===== src/hdl/irtc_pkg.sv =====
// Package for the impulse relay timer control block: register indexes, field widths and the poll item type.
package irtc_pkg;

    // Width of the seconds count and of the timer registers
    localparam int unsigned SecW = 32;

    // Configuration register index width and codes
    localparam int unsigned CfgIdxW = 2;
    localparam logic [CfgIdxW-1:0] CFG_AUTO_OFF_ENABLE  = 2'd0;
    localparam logic [CfgIdxW-1:0] CFG_AUTO_OFF_SECONDS = 2'd1;
    localparam logic [CfgIdxW-1:0] CFG_MOTION_ENABLE    = 2'd2;
    localparam logic [CfgIdxW-1:0] CFG_MOTION_SECONDS   = 2'd3;

    // One poll item as held in the input register
    typedef struct packed {
        logic            toggle_level;
        logic            reset_level;
        logic            panic_level;
        logic            motion_level;
        logic            remote_valid;
        logic            remote_value;
        logic [SecW-1:0] now_seconds;
    } t_poll;

endpackage


===== src/hdl/impulse_relay_timer_control.sv =====
// Impulse relay with motion timer, auto-off timer and remote state adoption.
//
// Usage:
//   Poll channel (i_valid / o_stall): one item per poll carries the four
//   button levels, an optional remote state and the current seconds count.
//   Result channel (o_valid / i_stall): one result per poll with the output
//   state, a locally-written flag and a first-poll announce flag.
//   Configuration: i_cfg_we writes i_cfg_data into register i_cfg_index
//   (auto-off enable, auto-off seconds, motion enable, motion seconds);
//   write only while no poll is in flight.
// Pipeline:
//   A poll enters the input register, is evaluated against the state
//   combinationally and lands in the result register. One poll is taken
//   per clock while the receiver does not stall; the state update of one
//   poll is seen by the next one.
// Reset:
//   Synchronous, active low. Output off, edge history cleared, timers and
//   configuration zero, announce pending for the first poll.
// Stall:
//   While the receiver stalls a held result, the input register fills and
//   o_stall rises; nothing is lost or repeated.
module impulse_relay_timer_control (
    input  logic                          i_clk,
    input  logic                          i_rst_n,
    // poll channel
    input  logic                          i_valid,
    output logic                          o_stall,
    input  logic                          i_toggle_level,
    input  logic                          i_reset_level,
    input  logic                          i_panic_level,
    input  logic                          i_motion_level,
    input  logic                          i_remote_valid,
    input  logic                          i_remote_value,
    input  logic [irtc_pkg::SecW-1:0]     i_now_seconds,
    // result channel
    output logic                          o_valid,
    input  logic                          i_stall,
    output logic                          o_output_on,
    output logic                          o_output_written,
    output logic                          o_announce,
    // configuration port
    input  logic                          i_cfg_we,
    input  logic [irtc_pkg::CfgIdxW-1:0]  i_cfg_index,
    input  logic [irtc_pkg::SecW-1:0]     i_cfg_data
);

    // configuration registers
    logic                      r_auto_off_enable;
    logic [irtc_pkg::SecW-1:0] r_auto_off_seconds;
    logic                      r_motion_enable;
    logic [irtc_pkg::SecW-1:0] r_motion_seconds;

    // pipeline registers
    logic             r_in_valid;
    irtc_pkg::t_poll  r_in;
    logic             r_out_valid;
    logic             r_out_on;
    logic             r_out_written;
    logic             r_out_announce;

    // block state
    logic                      r_out_state;
    logic                      r_first_pending;
    logic                      r_toggle_prev;
    logic                      r_reset_prev;
    logic                      r_panic_prev;
    logic                      r_motion_prev;
    logic                      r_motion_active;
    logic [irtc_pkg::SecW-1:0] r_motion_start;
    logic [irtc_pkg::SecW-1:0] r_auto_off_start;

    // next values from the evaluation stage
    logic                      n_out_state;
    logic                      n_written;
    logic                      n_motion_active;
    logic [irtc_pkg::SecW-1:0] n_motion_start;
    logic [irtc_pkg::SecW-1:0] n_auto_off_start;

    logic advance;
    logic in_take;
    logic motion_edge;
    logic motion_expire;
    logic panic_edge;
    logic reset_edge;
    logic toggle_edge;
    logic remote_take;
    logic auto_off_hit;
    logic st_motion;
    logic st_panic;
    logic st_reset;
    logic st_toggle;
    logic [irtc_pkg::SecW-1:0] motion_elapsed;
    logic [irtc_pkg::SecW-1:0] auto_off_elapsed;

    // pipeline flow control
    assign advance = ~r_out_valid | ~i_stall;
    assign o_stall = r_in_valid & ~advance;
    assign in_take = i_valid & ~o_stall;

    // evaluate one poll in the fixed priority order
    always_comb begin
        motion_edge    = r_motion_enable & r_in.motion_level & ~r_motion_prev & ~r_out_state;
        n_motion_start = motion_edge ? r_in.now_seconds : r_motion_start;
        motion_elapsed = r_in.now_seconds - n_motion_start;
        motion_expire  = r_motion_enable & (r_motion_active | motion_edge)
                         & (motion_elapsed >= r_motion_seconds);
        n_motion_active = r_motion_enable ? ((r_motion_active | motion_edge) & ~motion_expire)
                                          : r_motion_active;
        st_motion = motion_expire ? 1'b0 : (motion_edge ? 1'b1 : r_out_state);

        panic_edge = r_in.panic_level & ~r_panic_prev;
        st_panic   = panic_edge | st_motion;
        reset_edge = r_in.reset_level & ~r_reset_prev;
        st_reset   = st_panic & ~reset_edge;

        toggle_edge = r_in.toggle_level & ~r_toggle_prev;
        st_toggle   = st_reset ^ toggle_edge;

        remote_take = r_in.remote_valid & (r_in.remote_value != st_toggle);
        n_auto_off_start = (toggle_edge | remote_take) ? r_in.now_seconds : r_auto_off_start;
        auto_off_elapsed = r_in.now_seconds - n_auto_off_start;

        auto_off_hit = r_in.remote_valid ? r_in.remote_value : st_toggle;
        auto_off_hit = auto_off_hit & r_auto_off_enable
                       & (auto_off_elapsed >= r_auto_off_seconds);
        n_out_state  = (r_in.remote_valid ? r_in.remote_value : st_toggle) & ~auto_off_hit;

        n_written = motion_edge | motion_expire | panic_edge | reset_edge
                    | r_first_pending | toggle_edge | auto_off_hit;
    end

    // configuration writes
    always_ff @(posedge i_clk) begin
        if (!i_rst_n) begin
            r_auto_off_enable  <= 1'b0;
            r_auto_off_seconds <= '0;
            r_motion_enable    <= 1'b0;
            r_motion_seconds   <= '0;
        end else if (i_cfg_we) begin
            case (i_cfg_index)
                irtc_pkg::CFG_AUTO_OFF_ENABLE:  r_auto_off_enable  <= i_cfg_data[0];
                irtc_pkg::CFG_AUTO_OFF_SECONDS: r_auto_off_seconds <= i_cfg_data;
                irtc_pkg::CFG_MOTION_ENABLE:    r_motion_enable    <= i_cfg_data[0];
                irtc_pkg::CFG_MOTION_SECONDS:   r_motion_seconds   <= i_cfg_data;
                default: ;
            endcase
        end
    end

    // input register: hold a poll until the evaluation stage can advance
    always_ff @(posedge i_clk) begin
        if (!i_rst_n) begin
            r_in_valid <= 1'b0;
        end else if (in_take) begin
            r_in_valid <= 1'b1;
        end else if (advance) begin
            r_in_valid <= 1'b0;
        end
    end

    always_ff @(posedge i_clk) begin
        if (in_take) begin
            r_in.toggle_level <= i_toggle_level;
            r_in.reset_level  <= i_reset_level;
            r_in.panic_level  <= i_panic_level;
            r_in.motion_level <= i_motion_level;
            r_in.remote_valid <= i_remote_valid;
            r_in.remote_value <= i_remote_value;
            r_in.now_seconds  <= i_now_seconds;
        end
    end

    // state update and result register
    always_ff @(posedge i_clk) begin
        if (!i_rst_n) begin
            r_out_valid      <= 1'b0;
            r_out_state      <= 1'b0;
            r_first_pending  <= 1'b1;
            r_toggle_prev    <= 1'b0;
            r_reset_prev     <= 1'b0;
            r_panic_prev     <= 1'b0;
            r_motion_prev    <= 1'b0;
            r_motion_active  <= 1'b0;
            r_motion_start   <= '0;
            r_auto_off_start <= '0;
        end else if (advance) begin
            r_out_valid <= r_in_valid;
            if (r_in_valid) begin
                r_out_state      <= n_out_state;
                r_first_pending  <= 1'b0;
                r_toggle_prev    <= r_in.toggle_level;
                r_reset_prev     <= r_in.reset_level;
                r_panic_prev     <= r_in.panic_level;
                r_motion_prev    <= r_in.motion_level;
                r_motion_active  <= n_motion_active;
                r_motion_start   <= n_motion_start;
                r_auto_off_start <= n_auto_off_start;
            end
        end
    end

    always_ff @(posedge i_clk) begin
        if (advance && r_in_valid) begin
            r_out_on       <= n_out_state;
            r_out_written  <= n_written;
            r_out_announce <= r_first_pending;
        end
    end

    assign o_valid          = r_out_valid;
    assign o_output_on      = r_out_on;
    assign o_output_written = r_out_written;
    assign o_announce       = r_out_announce;

`ifndef ASSERT_OFF
    // an announced result is always a written one
    a_announce_written: assert property (@(posedge i_clk) disable iff (!i_rst_n)
        (o_valid && o_announce) |-> o_output_written)
        else $error("announce without written flag");

    // once a result has announced, no later poll may announce again
    a_announce_once: assert property (@(posedge i_clk) disable iff (!i_rst_n)
        (o_valid && o_announce) |-> !r_first_pending)
        else $error("announce still pending after announced result");

    // an empty result register never pushes back on the poll side
    a_no_stall_empty: assert property (@(posedge i_clk) disable iff (!i_rst_n)
        !r_out_valid |-> !o_stall)
        else $error("poll side stalled with empty result register");

    // reset leaves announce pending and no result shown
    a_reset_state: assert property (@(posedge i_clk)
        !i_rst_n |=> (r_first_pending && !o_valid && !r_in_valid))
        else $error("reset state wrong");
`endif

endmodule

===== config.mk =====
export PLATFORM = sky130hd
export DESIGN_NAME = impulse_relay_timer_control
export DESIGN_NICKNAME = d
export VERILOG_FILES = /design/src/hdl/irtc_pkg.sv /design/src/hdl/impulse_relay_timer_control.sv
export SDC_FILE = /design/constraint.sdc
export NUM_CORES = 1
export LEC_CHECK = 0
export BUFFER_PORTS_ARGS = -buffer_cell sky130_fd_sc_hd__buf_2
export CORE_AREA = 8 8 147 149
export CTS_CLUSTER_DIAMETER = 80
export CTS_CLUSTER_SIZE = 12
export DETAILED_ROUTE_END_ITERATION = 10
export DIE_AREA = 0 0 155 157
export PLACE_DENSITY = 0.79
export SETUP_SLACK_MARGIN = 0.5
export SLEW_MARGIN = 30
export SYNTH_ARGS = -nofsm -noshare
export SYNTH_HDL_FRONTEND = slang
export SYNTH_SLANG_ARGS = --single-unit
export TNS_END_PERCENT = 1

===== constraint.sdc =====
create_clock -name i_clk -period 13.2 [get_ports i_clk]
set_clock_uncertainty 0.2 [all_clocks]
set_input_delay 1.98 -clock i_clk [delete_from_list [all_inputs] [get_ports i_clk]]
set_output_delay 1.98 -clock i_clk [all_outputs]
set_load 0.01 [all_outputs]

**Word level (Yosys, flattened, before mapping)**

Cells that the tools add are included.
W data, S select, Z words.

- Add/subtract/negate cells: 2
- $mul: 0
- Divide/modulo/power cells: 0
- Magnitude comparators: 2
- Eq/ne operators: 4
- Shift-type cells: 0
- Muxes and demuxes: 7
- Bitwise gates (word level): 39
- Reductions and logical operators: 9

Operators by type and width:

| kind | count |
|---|---|
| $ge A32 B32 Y1 | 2 |
| $mux W32 | 2 |
| $sub A32 B32 Y32 | 2 |
| $and A1 B1 Y1 | 16 |
| $not A1 Y1 | 12 |
| $or A1 B1 Y1 | 10 |
| $reduce_and A2 Y1 | 5 |
| $mux W1 | 5 |
| $eq A2 B2 Y1 const B | 2 |
| $reduce_and A3 Y1 | 1 |
| $eq A2 B1 Y1 const B | 1 |
| $logic_not A2 Y1 | 1 |
| $reduce_bool A2 Y1 | 1 |
| $logic_and A1 B1 Y1 | 1 |
| $ne A1 B1 Y1 | 1 |
| $xor A1 B1 Y1 | 1 |

- Bits in registers: 180
- Bits in latches: 0
- RAM bits: 0
- Bits in read-only memories: 0
- Output and inout port bits: 5
- Logic and storage cells: 88
- Memories kept: 0

**Depth between registers and ports, before layout**

Gate-level depths: netlist (run 1).

- Word-level depth: 20
- Mapped depth: 55
- Gate-level depth less buffers: 52

**Least setup slack after synthesis (run 1)**

OpenSTA, ideal clock, no wires.

- Path kind: reg-to-reg
- Start: reg r_motion_enable
- End: reg r_out_state
- Setup time: 76 ps
- Arrival: 10824 ps
- Path slack: 2100 ps
- Cell stages (with the launch flop): 52
- Path through: dfxtp_1 -> and4bb_1 -> buf_2 -> clkbuf_1 -> clkbuf_1 -> mux2i_1 -> ha_1 -> o21ai_0 -> a21oi_1 -> o21ba_2 -> o21ai_0 -> a31oi_1 -> o41ai_1 -> a31o_2 -> a31oi_1 -> a221o_1 -> a21oi_1 -> xnor2_1 -> [... 16 more ...] -> o32a_1 -> a21o_1 -> nor2b_4 -> a31oi_1 -> xnor2_1 -> ha_1 -> a21o_1 -> a21o_1 -> a21o_1 -> a21o_1 -> a21o_1 -> a21oi_1 -> nor2b_1 -> o21ai_0 -> nand2_1 -> a211oi_1 -> nand2_1 -> a21boi_0

- Longest elaborated chain between the ends: 20
- Elaborated cells between the ends (all ways): 25

RTL lines:

| element | RTL line | text |
|---|---|---|
| start: declaration | impulse_relay_timer_control.sv:50 | `logic r_motion_enable;` |
| start signal: assignment | impulse_relay_timer_control.sv:143 | `irtc_pkg::CFG_MOTION_ENABLE: r_motion_enable <= i_cfg_data[0];` |
| $and A1 B1 Y1 (3 in series) | impulse_relay_timer_control.sv:102 | `motion_edge = r_motion_enable & r_in.motion_level & ~r_motion_prev & ~r_out_state;` |
| $mux W32 | impulse_relay_timer_control.sv:103 | `n_motion_start = motion_edge ? r_in.now_seconds : r_motion_start;` |
| $sub A32 B32 Y32 | impulse_relay_timer_control.sv:104 | `motion_elapsed = r_in.now_seconds - n_motion_start;` |
| $ge A32 B32 Y1 | impulse_relay_timer_control.sv:106 | `& (motion_elapsed >= r_motion_seconds);` |
| $and A1 B1 Y1 | impulse_relay_timer_control.sv:106 |  |
| $mux W1 (*) | impulse_relay_timer_control.sv:109 | `st_motion = motion_expire ? 1'b0 : (motion_edge ? 1'b1 : r_out_state);` |
| $or A1 B1 Y1 (*) | impulse_relay_timer_control.sv:112 | `st_panic = panic_edge \| st_motion;` |
| $and A1 B1 Y1 (*) | impulse_relay_timer_control.sv:114 | `st_reset = st_panic & ~reset_edge;` |
| [... 4 more ...] | - |  |
| $mux W32 (*) | impulse_relay_timer_control.sv:120 | `n_auto_off_start = (toggle_edge \| remote_take) ? r_in.now_seconds : r_auto_off_start;` |
| net n_auto_off_start, one bit | impulse_relay_timer_control.sv:77 | `logic [irtc_pkg::SecW-1:0] n_auto_off_start;` |
| $sub A32 B32 Y32 (*) | impulse_relay_timer_control.sv:121 | `auto_off_elapsed = r_in.now_seconds - n_auto_off_start;` |
| $ge A32 B32 Y1 (*) | impulse_relay_timer_control.sv:125 | `& (auto_off_elapsed >= r_auto_off_seconds);` |
| $and A1 B1 Y1 (*) | impulse_relay_timer_control.sv:125 |  |
| $not A1 Y1 (*) | impulse_relay_timer_control.sv:126 | `n_out_state = (r_in.remote_valid ? r_in.remote_value : st_toggle) & ~auto_off_hit;` |
| $and A1 B1 Y1 (*) | impulse_relay_timer_control.sv:126 |  |
| net n_out_state | impulse_relay_timer_control.sv:73 | `logic n_out_state;` |
| end signal: assignment | impulse_relay_timer_control.sv:189 | `r_out_state <= n_out_state;` |
| end: declaration | impulse_relay_timer_control.sv:62 | `logic r_out_state;` |

Mark *: on every way through the listed nets, which the timed path passes. The rest lies on a longest branch.
A chain may end at the register's enable or synchronous reset.

**Worst setup path after layout (run 1)**

- Start: reg r_motion_enable
- End: reg r_out_state

- Longest elaborated chain between the ends: 20
- Elaborated cells between the ends (all ways): 25

RTL lines:

| element | RTL line | text |
|---|---|---|
| $and A1 B1 Y1 (3 in series) | impulse_relay_timer_control.sv:102 |  |
| $mux W32 | impulse_relay_timer_control.sv:103 |  |
| net n_motion_start, one bit | impulse_relay_timer_control.sv:76 | `logic [irtc_pkg::SecW-1:0] n_motion_start;` |
| $sub A32 B32 Y32 | impulse_relay_timer_control.sv:104 |  |
| $ge A32 B32 Y1 | impulse_relay_timer_control.sv:106 |  |
| $and A1 B1 Y1 | impulse_relay_timer_control.sv:106 |  |
| $mux W1 | impulse_relay_timer_control.sv:109 |  |
| $or A1 B1 Y1 | impulse_relay_timer_control.sv:112 |  |
| [... 5 more ...] | - |  |
| $mux W32 | impulse_relay_timer_control.sv:120 |  |
| net n_auto_off_start, one bit | impulse_relay_timer_control.sv:77 |  |
| $sub A32 B32 Y32 | impulse_relay_timer_control.sv:121 |  |
| $ge A32 B32 Y1 | impulse_relay_timer_control.sv:125 |  |
| $and A1 B1 Y1 | impulse_relay_timer_control.sv:125 |  |
| $not A1 Y1 | impulse_relay_timer_control.sv:126 |  |
| $and A1 B1 Y1 | impulse_relay_timer_control.sv:126 |  |
| net n_out_state | impulse_relay_timer_control.sv:73 |  |

The timed path passes the listed nets, and every way through them passes these cells.

==> flow_metrics.tcl, run 1 <==
set metrics [dict create \
    drive_gt1_frac 0.0985 \
    critPathLaunchType "register" \
    ioPinCount 82 \
    worst_slew_pin_slew_ns 0.965 \
    cts-root-buf "clkbuf_16" \
    syn_to_final_growth_pct 9.90 \
    rsz0062_at_grt "no" \
    synth_top_area_share 0.237 \
    cts-htree-levels 4 \
    async_reset_ff_frac 0 \
    hold_violations 0 \
    cts_tree "built" \
    drt-total-wl_mm 30.0 \
    path_max_fanout 9 \
    crit_type "reg2reg" \
    vdd_drop_max_mv 0.0886 \
    die_area_um2 24300 \
    status "completed" \
    ys_seq_elements 180 \
    cp_slowest_cell "dfxtp_1" \
    hold_path_class "reg2reg" \
    dp.cells 1654 \
    coreArea_um2 19200 \
    postCtsHoldBufs 0 \
    setup_viol 0 \
    clk_pin_slew_ns 0.06 \
    num_antenna_cells 0 \
    grt_overflow 0 \
    p_per_area_nw_per_um2 121 \
    finalCritPeriodShare 0.897 \
    die_w_um 155 \
    grt_max_degree 94 \
    first_iter_violations 589 \
    arrival_ns 12.00 \
    slew_viol_final 0 \
    dr_total_vias 9946 \
    grt_first_pass_wirelength_mm 48.4 \
    final_nets 1607 \
    tns_ns 0 \
    grt.total_usage 0.248 \
    wl_per_cell_um 17.8 \
    hold_ws_ns 0.266 \
    layout_common_cells "nand2_1 (268), dfxtp_1 (139), ha_1 (121)" \
    dp_hpwl_mm 22.1 \
    worstSetupEndpointType "register" \
    drt-vias-per-instance 5.90 \
    worstPathRequired_ns 13.36 \
    holdPathStages 2 \
    yosys_warnings 0 \
    dr.pass1.iters 5 \
    synth_area_leaders "dfxtp_1 (24%), ha_1 (13%), edfxtp_1 (10%)" \
    slew_headroom 0.357 \
    synthDistinctLibCells 68 \
    setup_ws_ns 1.36 \
    preCtsSetupSlack_ns 1.08 \
    cp_slowest_stage_delay_ns 0.46 \
    synth_edf_count 41 \
    p_leak_nw 5.65 \
    r2r_slack_ns 1.36 \
    cts.sinks 180 \
    reg2regPathDepth 50 \
    post-route-drc-count 0 \
    clockBufferDepth 2 \
    rows 51 \
    grt_pass1_vias 9787 \
    ys_seq_area_frac 0.342 \
    yosysTopAreaCell "dfxtp_1" \
    port_buffers 81 \
    mostFrequentLayoutCell "nand2_1" \
    place_congestion 0.987 \
    syn_nets 1554 \
    die_h_um 157 \
    initial_core_util 0.612 \
    max_freq_mhz 84.5 \
    post-cts-setup-buffers 0 \
    syn_avg_cell_area_um2 8.67 \
    antenna_found_initial 0 \
    worst_path_most_repeated_cell "a21o_1" \
    post-route-min-period_ns 11.84 \
    cap_violations 0 \
    ant_nets 0 \
    synthesis.area_um2 11800 \
    synth_ff_type "dfxtp_1" \
    clock_latency_ns 0.44 \
    syn_inst 1355 \
    fin_cells 1686 \
    cts_buffers 17 \
]
-- repair_timing --
action / 4_1_cts / 5_1_grt
endpoints found under the setup margin: 0 / 3
resized for setup: 0 / 6
hold endpoints to repair: 0 / 0
-- worst paths after layout --
| path | to | start |
|---|---|---|
| min | r_motion_seconds[28]$_SDFFE_PN0P_ | r_motion_seconds[28]$_SDFFE_PN0P_ |
| max reg2reg | r_out_state$_SDFFE_PN0P_ | r_motion_enable$_SDFFE_PN0P_ |
| min reg2reg | r_motion_seconds[28]$_SDFFE_PN0P_ | r_motion_seconds[28]$_SDFFE_PN0P_ |
| max | r_out_state$_SDFFE_PN0P_ | r_motion_enable$_SDFFE_PN0P_ |
-- state kept, by name, indices dropped and copies added, names as in the netlist, 32 cells and up --
signal              cells
r_motion_start         32
r_motion_seconds       32
r_auto_off_start       32
r_auto_off_seconds     32
r_in                   38
-- Yosys cell counts (all sizes together), types with 3 or more instances --
library cell  instances
o21bai                4
o41ai                 4
and4                  5
and2                  4
nor3                 11
nor3b                 3
mux2i                54
a21boi               81
o31ai                 4
xor2                 22
nand2               268
o21ai                49
o211ai                4
or2                   4
nor2b                26
o2111ai               5
ha                  121
a211oi                7
nand4                14
a31o                  3
a21o                 45
nand3                10
xnor2                38
a31oi                15
a211o                 3
a21oi                62
clkbuf               43
nand2b               19
edfxtp               41
and3                  9
o211a                53
buf                  11
inv                  85
nor2                 47
o21a                  9
dfxtp               139
a2111oi               3
-- critical path, delay by kind of cell, from the launching register on --
kind	cells	cell delay, ns
buffers and inverters	1	0.05
and+or+nand+nor	12	2.37
xor gates and xnor gates	2	0.22
adders and majority gates	6	1.79
DFF	1	0.46
AOI/OAI and AO/OA	29	6.66
-- through the flow --
stage | power [mW] | util | cell area (um2)
after detailed placement | 1.10 | 0.643 | 12400
after global routing | 1.65 | 0.672 | 12900
final | 1.57 | 0.672 | 12900
after CTS | 1.57 | 0.671 | 12900
after global placement | 1.08 | 0.643 | 12400
after floorplan | 0.975 | - | 11800
-- cells by family after synthesis --
kind of cell / count (synthesis) / share of synthesized area
and+or+nand+nor: 432 / 0.165
AOI/OAI and AO/OA: 367 / 0.226
DFF: 180 / 0.342
buffers and inverters: 139 / 0.0447
adders and majority gates: 123 / 0.131
xor gates and xnor gates: 60 / 0.0447
muxes: 54 / 0.0460
-- power breakdown --
part           leakage (nW)  internal (mW)  switching, mW
logic                  3.88          0.210          0.269
clock network         0.242          0.245          0.226
registers              1.53          0.593         0.0226
total                  5.65           1.05          0.517
-- layer usage --
| metal | vias up | GRT usage | share of wire |
|---|---|---|---|
| li1 | 4899 | - | - |
| met1 | 4681 | 0.285 | 0.42 |
| met2 | 287 | 0.444 | 0.50 |
| met3 | 79 | 0.0373 | 0.044 |
| met4 | 0 | 0.120 | 0.040 |
| met5 | - | 0 | 0 |
-- cell type report --
class	count	area [um2]
well taps	265	332
repair buffers	88	460
flip-flops and latches	180	4010
inverters	85	320
multi-input cells	1036	7260
fillers	1584	6290
clock inverters	12	85.1
clock buffers	20	447
Power figures use the tool's default switching activity.
==> run 2, diff against run 1 <==
Settings changed: CORE_AREA 8 8 147 149 to 8 8 107 206, DIE_AREA 0 0 155 157 to 0 0 115 214, PLACE_DENSITY 0.79 to 0.78.
==> flow_metrics.tcl, run 2 (synthesis gave the netlist of run 1 again) <==
set metrics [dict create \
    status "completed" \
    worst_slew_pin_slew_ns 1.01 \
    clock_latency_ns 0.46 \
    grt_overflow 0 \
    drive_gt1_frac 0.0991 \
    clockBufferDepth 2 \
    max_freq_mhz 85.3 \
    die_w_um 115 \
    drt-total-wl_mm 34.4 \
    fin_cells 1684 \
    die_h_um 214 \
    finalCritPeriodShare 0.888 \
    swShare 0.326 \
    grt_pass1_vias 10151 \
    grt_first_pass_wirelength_mm 53.1 \
    coreArea_um2 19300 \
    hold_violations 0 \
    port_buffers 81 \
    hold_ws_ns 0.263 \
    regMostFlops "r_in" \
    dp.cells 1649 \
    nFillCells 1668 \
    rsz0062_at_grt "no" \
    grt.total_usage 0.287 \
    slew_headroom 0.323 \
    die_area_um2 24600 \
    regArea_um2 4010 \
    final_nets 1609 \
    initial_core_util 0.610 \
    tns_ns 0 \
    wl_per_cell_um 20.4 \
    clk_pin_slew_ns 0.07 \
    setup_viol 0 \
    arrival_ns 11.90 \
    vdd_drop_max_mv 0.152 \
    worstPathRequired_ns 13.38 \
    worst_path_most_repeated_cell "a21o_1" \
    cts_buffers 17 \
    cp_slowest_stage_delay_ns 0.52 \
    cts-root-buf "clkbuf_16" \
    ioPinCount 82 \
    p_leak_nw 5.73 \
    post-route-drc-count 0 \
    slew_viol_final 0 \
    cap_violations 0 \
    p_comb_frac 0.300 \
    postCtsHoldBufs 0 \
    antenna_found_initial 2 \
    post-route-min-period_ns 11.72 \
    dp_hpwl_mm 26.4 \
    cts.sinks 180 \
    p_per_area_nw_per_um2 128 \
    cts_tree "built" \
    layout_common_cells "nand2_1 (268), dfxtp_1 (139), ha_1 (121)" \
    grt_max_degree 81 \
    ant_nets 0 \
    mostFrequentLayoutCell "nand2_1" \
    rows 72 \
    p_switching_mw 0.544 \
    worstSetupEndpointType "register" \
    crit_type "reg2reg" \
    largest_reg_flops 38 \
    post-cts-setup-buffers 0 \
    intPower_mw 1.12 \
    first_iter_violations 532 \
    final_util 0.677 \
    multiInputGateArea_um2 7270 \
    p_seq_frac 0.370 \
    dr_total_vias 10061 \
    place_congestion 1.03 \
    dr.pass1.iters 7 \
    cts-htree-levels 4 \
    hold_path_class "reg2reg" \
    syn_to_final_growth_pct 11.1 \
    clockPowerShare 0.330 \
    path_max_fanout 16 \
    critPathLaunchType "register" \
    cp_slowest_cell "and4bb_4" \
    drt-vias-per-instance 5.97 \
]
run 2: changes by cell type in the layout (fill, tap and decap cells not counted), sizes merged:
| cell | delta |
|---|---|
| clkinvlp | -4 |
| inv | +5 |
| buf | +1 |
| clkbuf | -1 |
| and4bb | +1 |
| diode | +2 |
| clkinv | -4 |
| bufinv | +4 |
run 2: through the flow:
step	cell area, um2	power, mW	setup slack (ns)
after global placement	12300	1.10	1.26
final	13100	1.67	1.48
after global routing	13000	1.76	0.546
after detailed placement	12400	1.12	1.13
after CTS	13000	1.67	1.05
after floorplan	11800	0.975	2.10
run 2: metal layers:
layer	GRT usage	share of wire
met1	0.237	0.31
met2	0.531	0.55
met3	0.0570	0.032
met4	0.287	0.11
met5	0	0
run 2: final timing paths:
check	slack [ns]	to	cells past startpoint	from
setup / recovery	1.48	r_out_state$_SDFFE_PN0P_	47	r_motion_enable$_SDFFE_PN0P_
setup reg to reg	1.48	r_out_state$_SDFFE_PN0P_	47	r_motion_enable$_SDFFE_PN0P_
hold / removal	0.26	r_auto_off_seconds[2]$_SDFFE_PN0P_	2	r_auto_off_seconds[2]$_SDFFE_PN0P_
hold reg to reg	0.26	r_auto_off_seconds[2]$_SDFFE_PN0P_	2	r_auto_off_seconds[2]$_SDFFE_PN0P_
run 2: what timing repair did:
action                                 CTS  global route
resized for setup                        0             6
setup endpoints to repair                0             3
endpoints found under the hold margin    0             0
run 2: power groups by stage:
stage,logic (mW),clock network (mW),registers [mW]
after floorplan,0.356,0,0.618
after global placement,0.472,0,0.627
after detailed placement,0.488,0,0.628
after CTS,0.493,0.557,0.616
after global routing,0.556,0.583,0.619
final,0.500,0.550,0.617
run 2: area by class of cell:
cell class | count | area share
inverter | 85 | 0.0244
tap | 259 | 0.0248
clock inverter | 13 | 0.0150
multi-input combinational | 1037 | 0.557
timing repair buffer | 89 | 0.0374
clock buffer | 19 | 0.0332
sequential | 180 | 0.308
antenna | 2 | 0.000383
run 2: critical path, delay by kind of cell (launching register included):
kind                     cells  cell delay [ns]
adder cells (fa/ha/maj)      5             1.52
flip-flops                   1             0.50
XOR/XNOR                     2             0.26
multiplexers                 1             0.28
AO/OA/AOI/OAI               29             6.43
AND/OR/NAND/NOR             10             2.45
==> run 3, diff against run 2 <==
Settings changed: REMOVE_ABC_BUFFERS from default to 1.
==> flow_metrics.tcl, run 3 (synthesis gave the netlist of run 1 again) <==
set metrics [dict create \
    die_w_um 115 \
    critPathLaunchType "register" \
    layout_common_cells "nand2_1 (268), dfxtp_1 (139), ha_1 (121)" \
    status "completed" \
    place_congestion 0.979 \
    grt.total_usage 0.272 \
    startpoint "r_motion_enable$_SDFFE_PN0P_" \
    setup_ws_ns 1.43 \
    cap_violations 0 \
    regMostFlops "r_in" \
    cp_slowest_stage_delay_ns 0.51 \
    dp_hpwl_mm 24.6 \
    worstSetupEndpointType "register" \
    drive_gt1_frac 0.105 \
    finalCritPeriodShare 0.892 \
    drt-vias-per-instance 6.01 \
    ioPinCount 82 \
    largest_reg_flops 38 \
    slew_headroom 0.420 \
    cts_tree "built" \
    preCtsSetupSlack_ns 1.10 \
    post-cts-setup-buffers 0 \
    final_nets 1611 \
    postCtsHoldBufs 0 \
    num_antenna_cells 0 \
    min_from "r_auto_off_seconds[6]$_SDFFE_PN0P_" \
    clock_latency_ns 0.47 \
    die_h_um 214 \
    cts_buffers 17 \
    timing.rr.start "r_motion_enable$_SDFFE_PN0P_" \
    first_iter_violations 644 \
    slew_viol_final 0 \
    post-route-drc-count 0 \
    tns_ns 0 \
    worstPathRequired_ns 13.38 \
    grt_first_pass_wirelength_mm 51.4 \
    vdd_drop_max_mv 0.0911 \
    cts-root-buf "clkbuf_16" \
    p_leak_nw 5.72 \
    dr_total_vias 10126 \
    die_area_um2 24600 \
    path_max_fanout 9 \
    worst_slew_pin_slew_ns 0.870 \
    max_freq_mhz 85.0 \
    cp_slowest_cell "dfxtp_1" \
    setup_viol 0 \
    grt_pass1_vias 10293 \
    crit_type "reg2reg" \
    dr.pass1.iters 4 \
    post-route-min-period_ns 11.77 \
    clockBufferDepth 2 \
    drt-total-wl_mm 32.8 \
    syn_to_final_growth_pct 10.6 \
    coreArea_um2 19300 \
    p_per_area_nw_per_um2 124 \
    arrival_ns 11.96 \
    rsz0062_at_grt "no" \
    clk_pin_slew_ns 0.07 \
    initial_core_util 0.610 \
    rows 72 \
    cts-htree-levels 4 \
    antenna_found_initial 0 \
    worst_path_most_repeated_cell "a21o_1" \
    hold_path_class "reg2reg" \
    hold_violations 0 \
    mostFrequentLayoutCell "nand2_1" \
    wl_per_cell_um 19.5 \
    cts_resized 0 \
    cts.sinks 180 \
    grt_max_degree 74 \
    port_buffers 81 \
    grt_overflow 0 \
    ant_nets 0 \
]
[run 3: cell types whose count changed in the layout (fill, tap and decap cells not counted), sizes merged]
cell and change:
clkinv +8, inv -6, clkinvlp -1, clkbuf +2, bufinv -3, buf +2
diode -2
[run 3: area by class of cell]
class                      count  area [um2]
sequential                   180        4010
fill                        1689        6280
multi-input combinational   1037        7280
clock buffer                  21         482
inverter                      85         320
tap                          259         324
timing repair buffer          91         483
clock inverter                11         101
[run 3: per-stage QoR]
stage / utilization / hold WS [ns] / total power, mW / instance area, um2 / instances
global placement: 0.641 / 0.245 / 1.09 / 12400 / 1651
finish: 0.674 / 0.262 / 1.61 / 13000 / 1684
global route: 0.674 / 0.280 / 1.70 / 13000 / 1684
floorplan: - / 0.230 / 0.968 / 11500 / 1301
detailed placement: 0.641 / 0.258 / 1.11 / 12400 / 1651
CTS: 0.672 / 0.267 / 1.61 / 12900 / 1683
[run 3: worst max-delay path, delay by kind of cell, from the launching register on]
kind / cells / cell delay (ns)
AOI/OAI and AO/OA: 31 / 6.91
DFF: 1 / 0.51
adders and majority gates: 5 / 1.52
xor gates and xnor gates: 2 / 0.23
buffers and inverters: 1 / 0.19
and+or+nand+nor: 12 / 2.11
[run 3: per-layer routing]
layer,up-vias,GRT usage,share of wire
met5,-,0,0
met2,276,0.506,0.55
met4,0,0.202,0.069
met3,123,0.0525,0.037
li1,4903,-,-
met1,4824,0.249,0.34
[run 3: power by group]
| part | internal, mW | switching [mW] |
|---|---|---|
| Clock | 0.281 | 0.228 |
| Combinational | 0.211 | 0.277 |
| Sequential | 0.593 | 0.0226 |
[run 3: path summary, 6_finish.rpt]
check,cells after the start,slack (ns),to
worst min register to register,2,0.26,r_auto_off_seconds[6]$_SDFFE_PN0P_
worst min-delay path,2,0.26,r_auto_off_seconds[6]$_SDFFE_PN0P_
worst max register to register,51,1.43,r_out_state$_SDFFE_PN0P_
worst max-delay path,51,1.43,r_out_state$_SDFFE_PN0P_
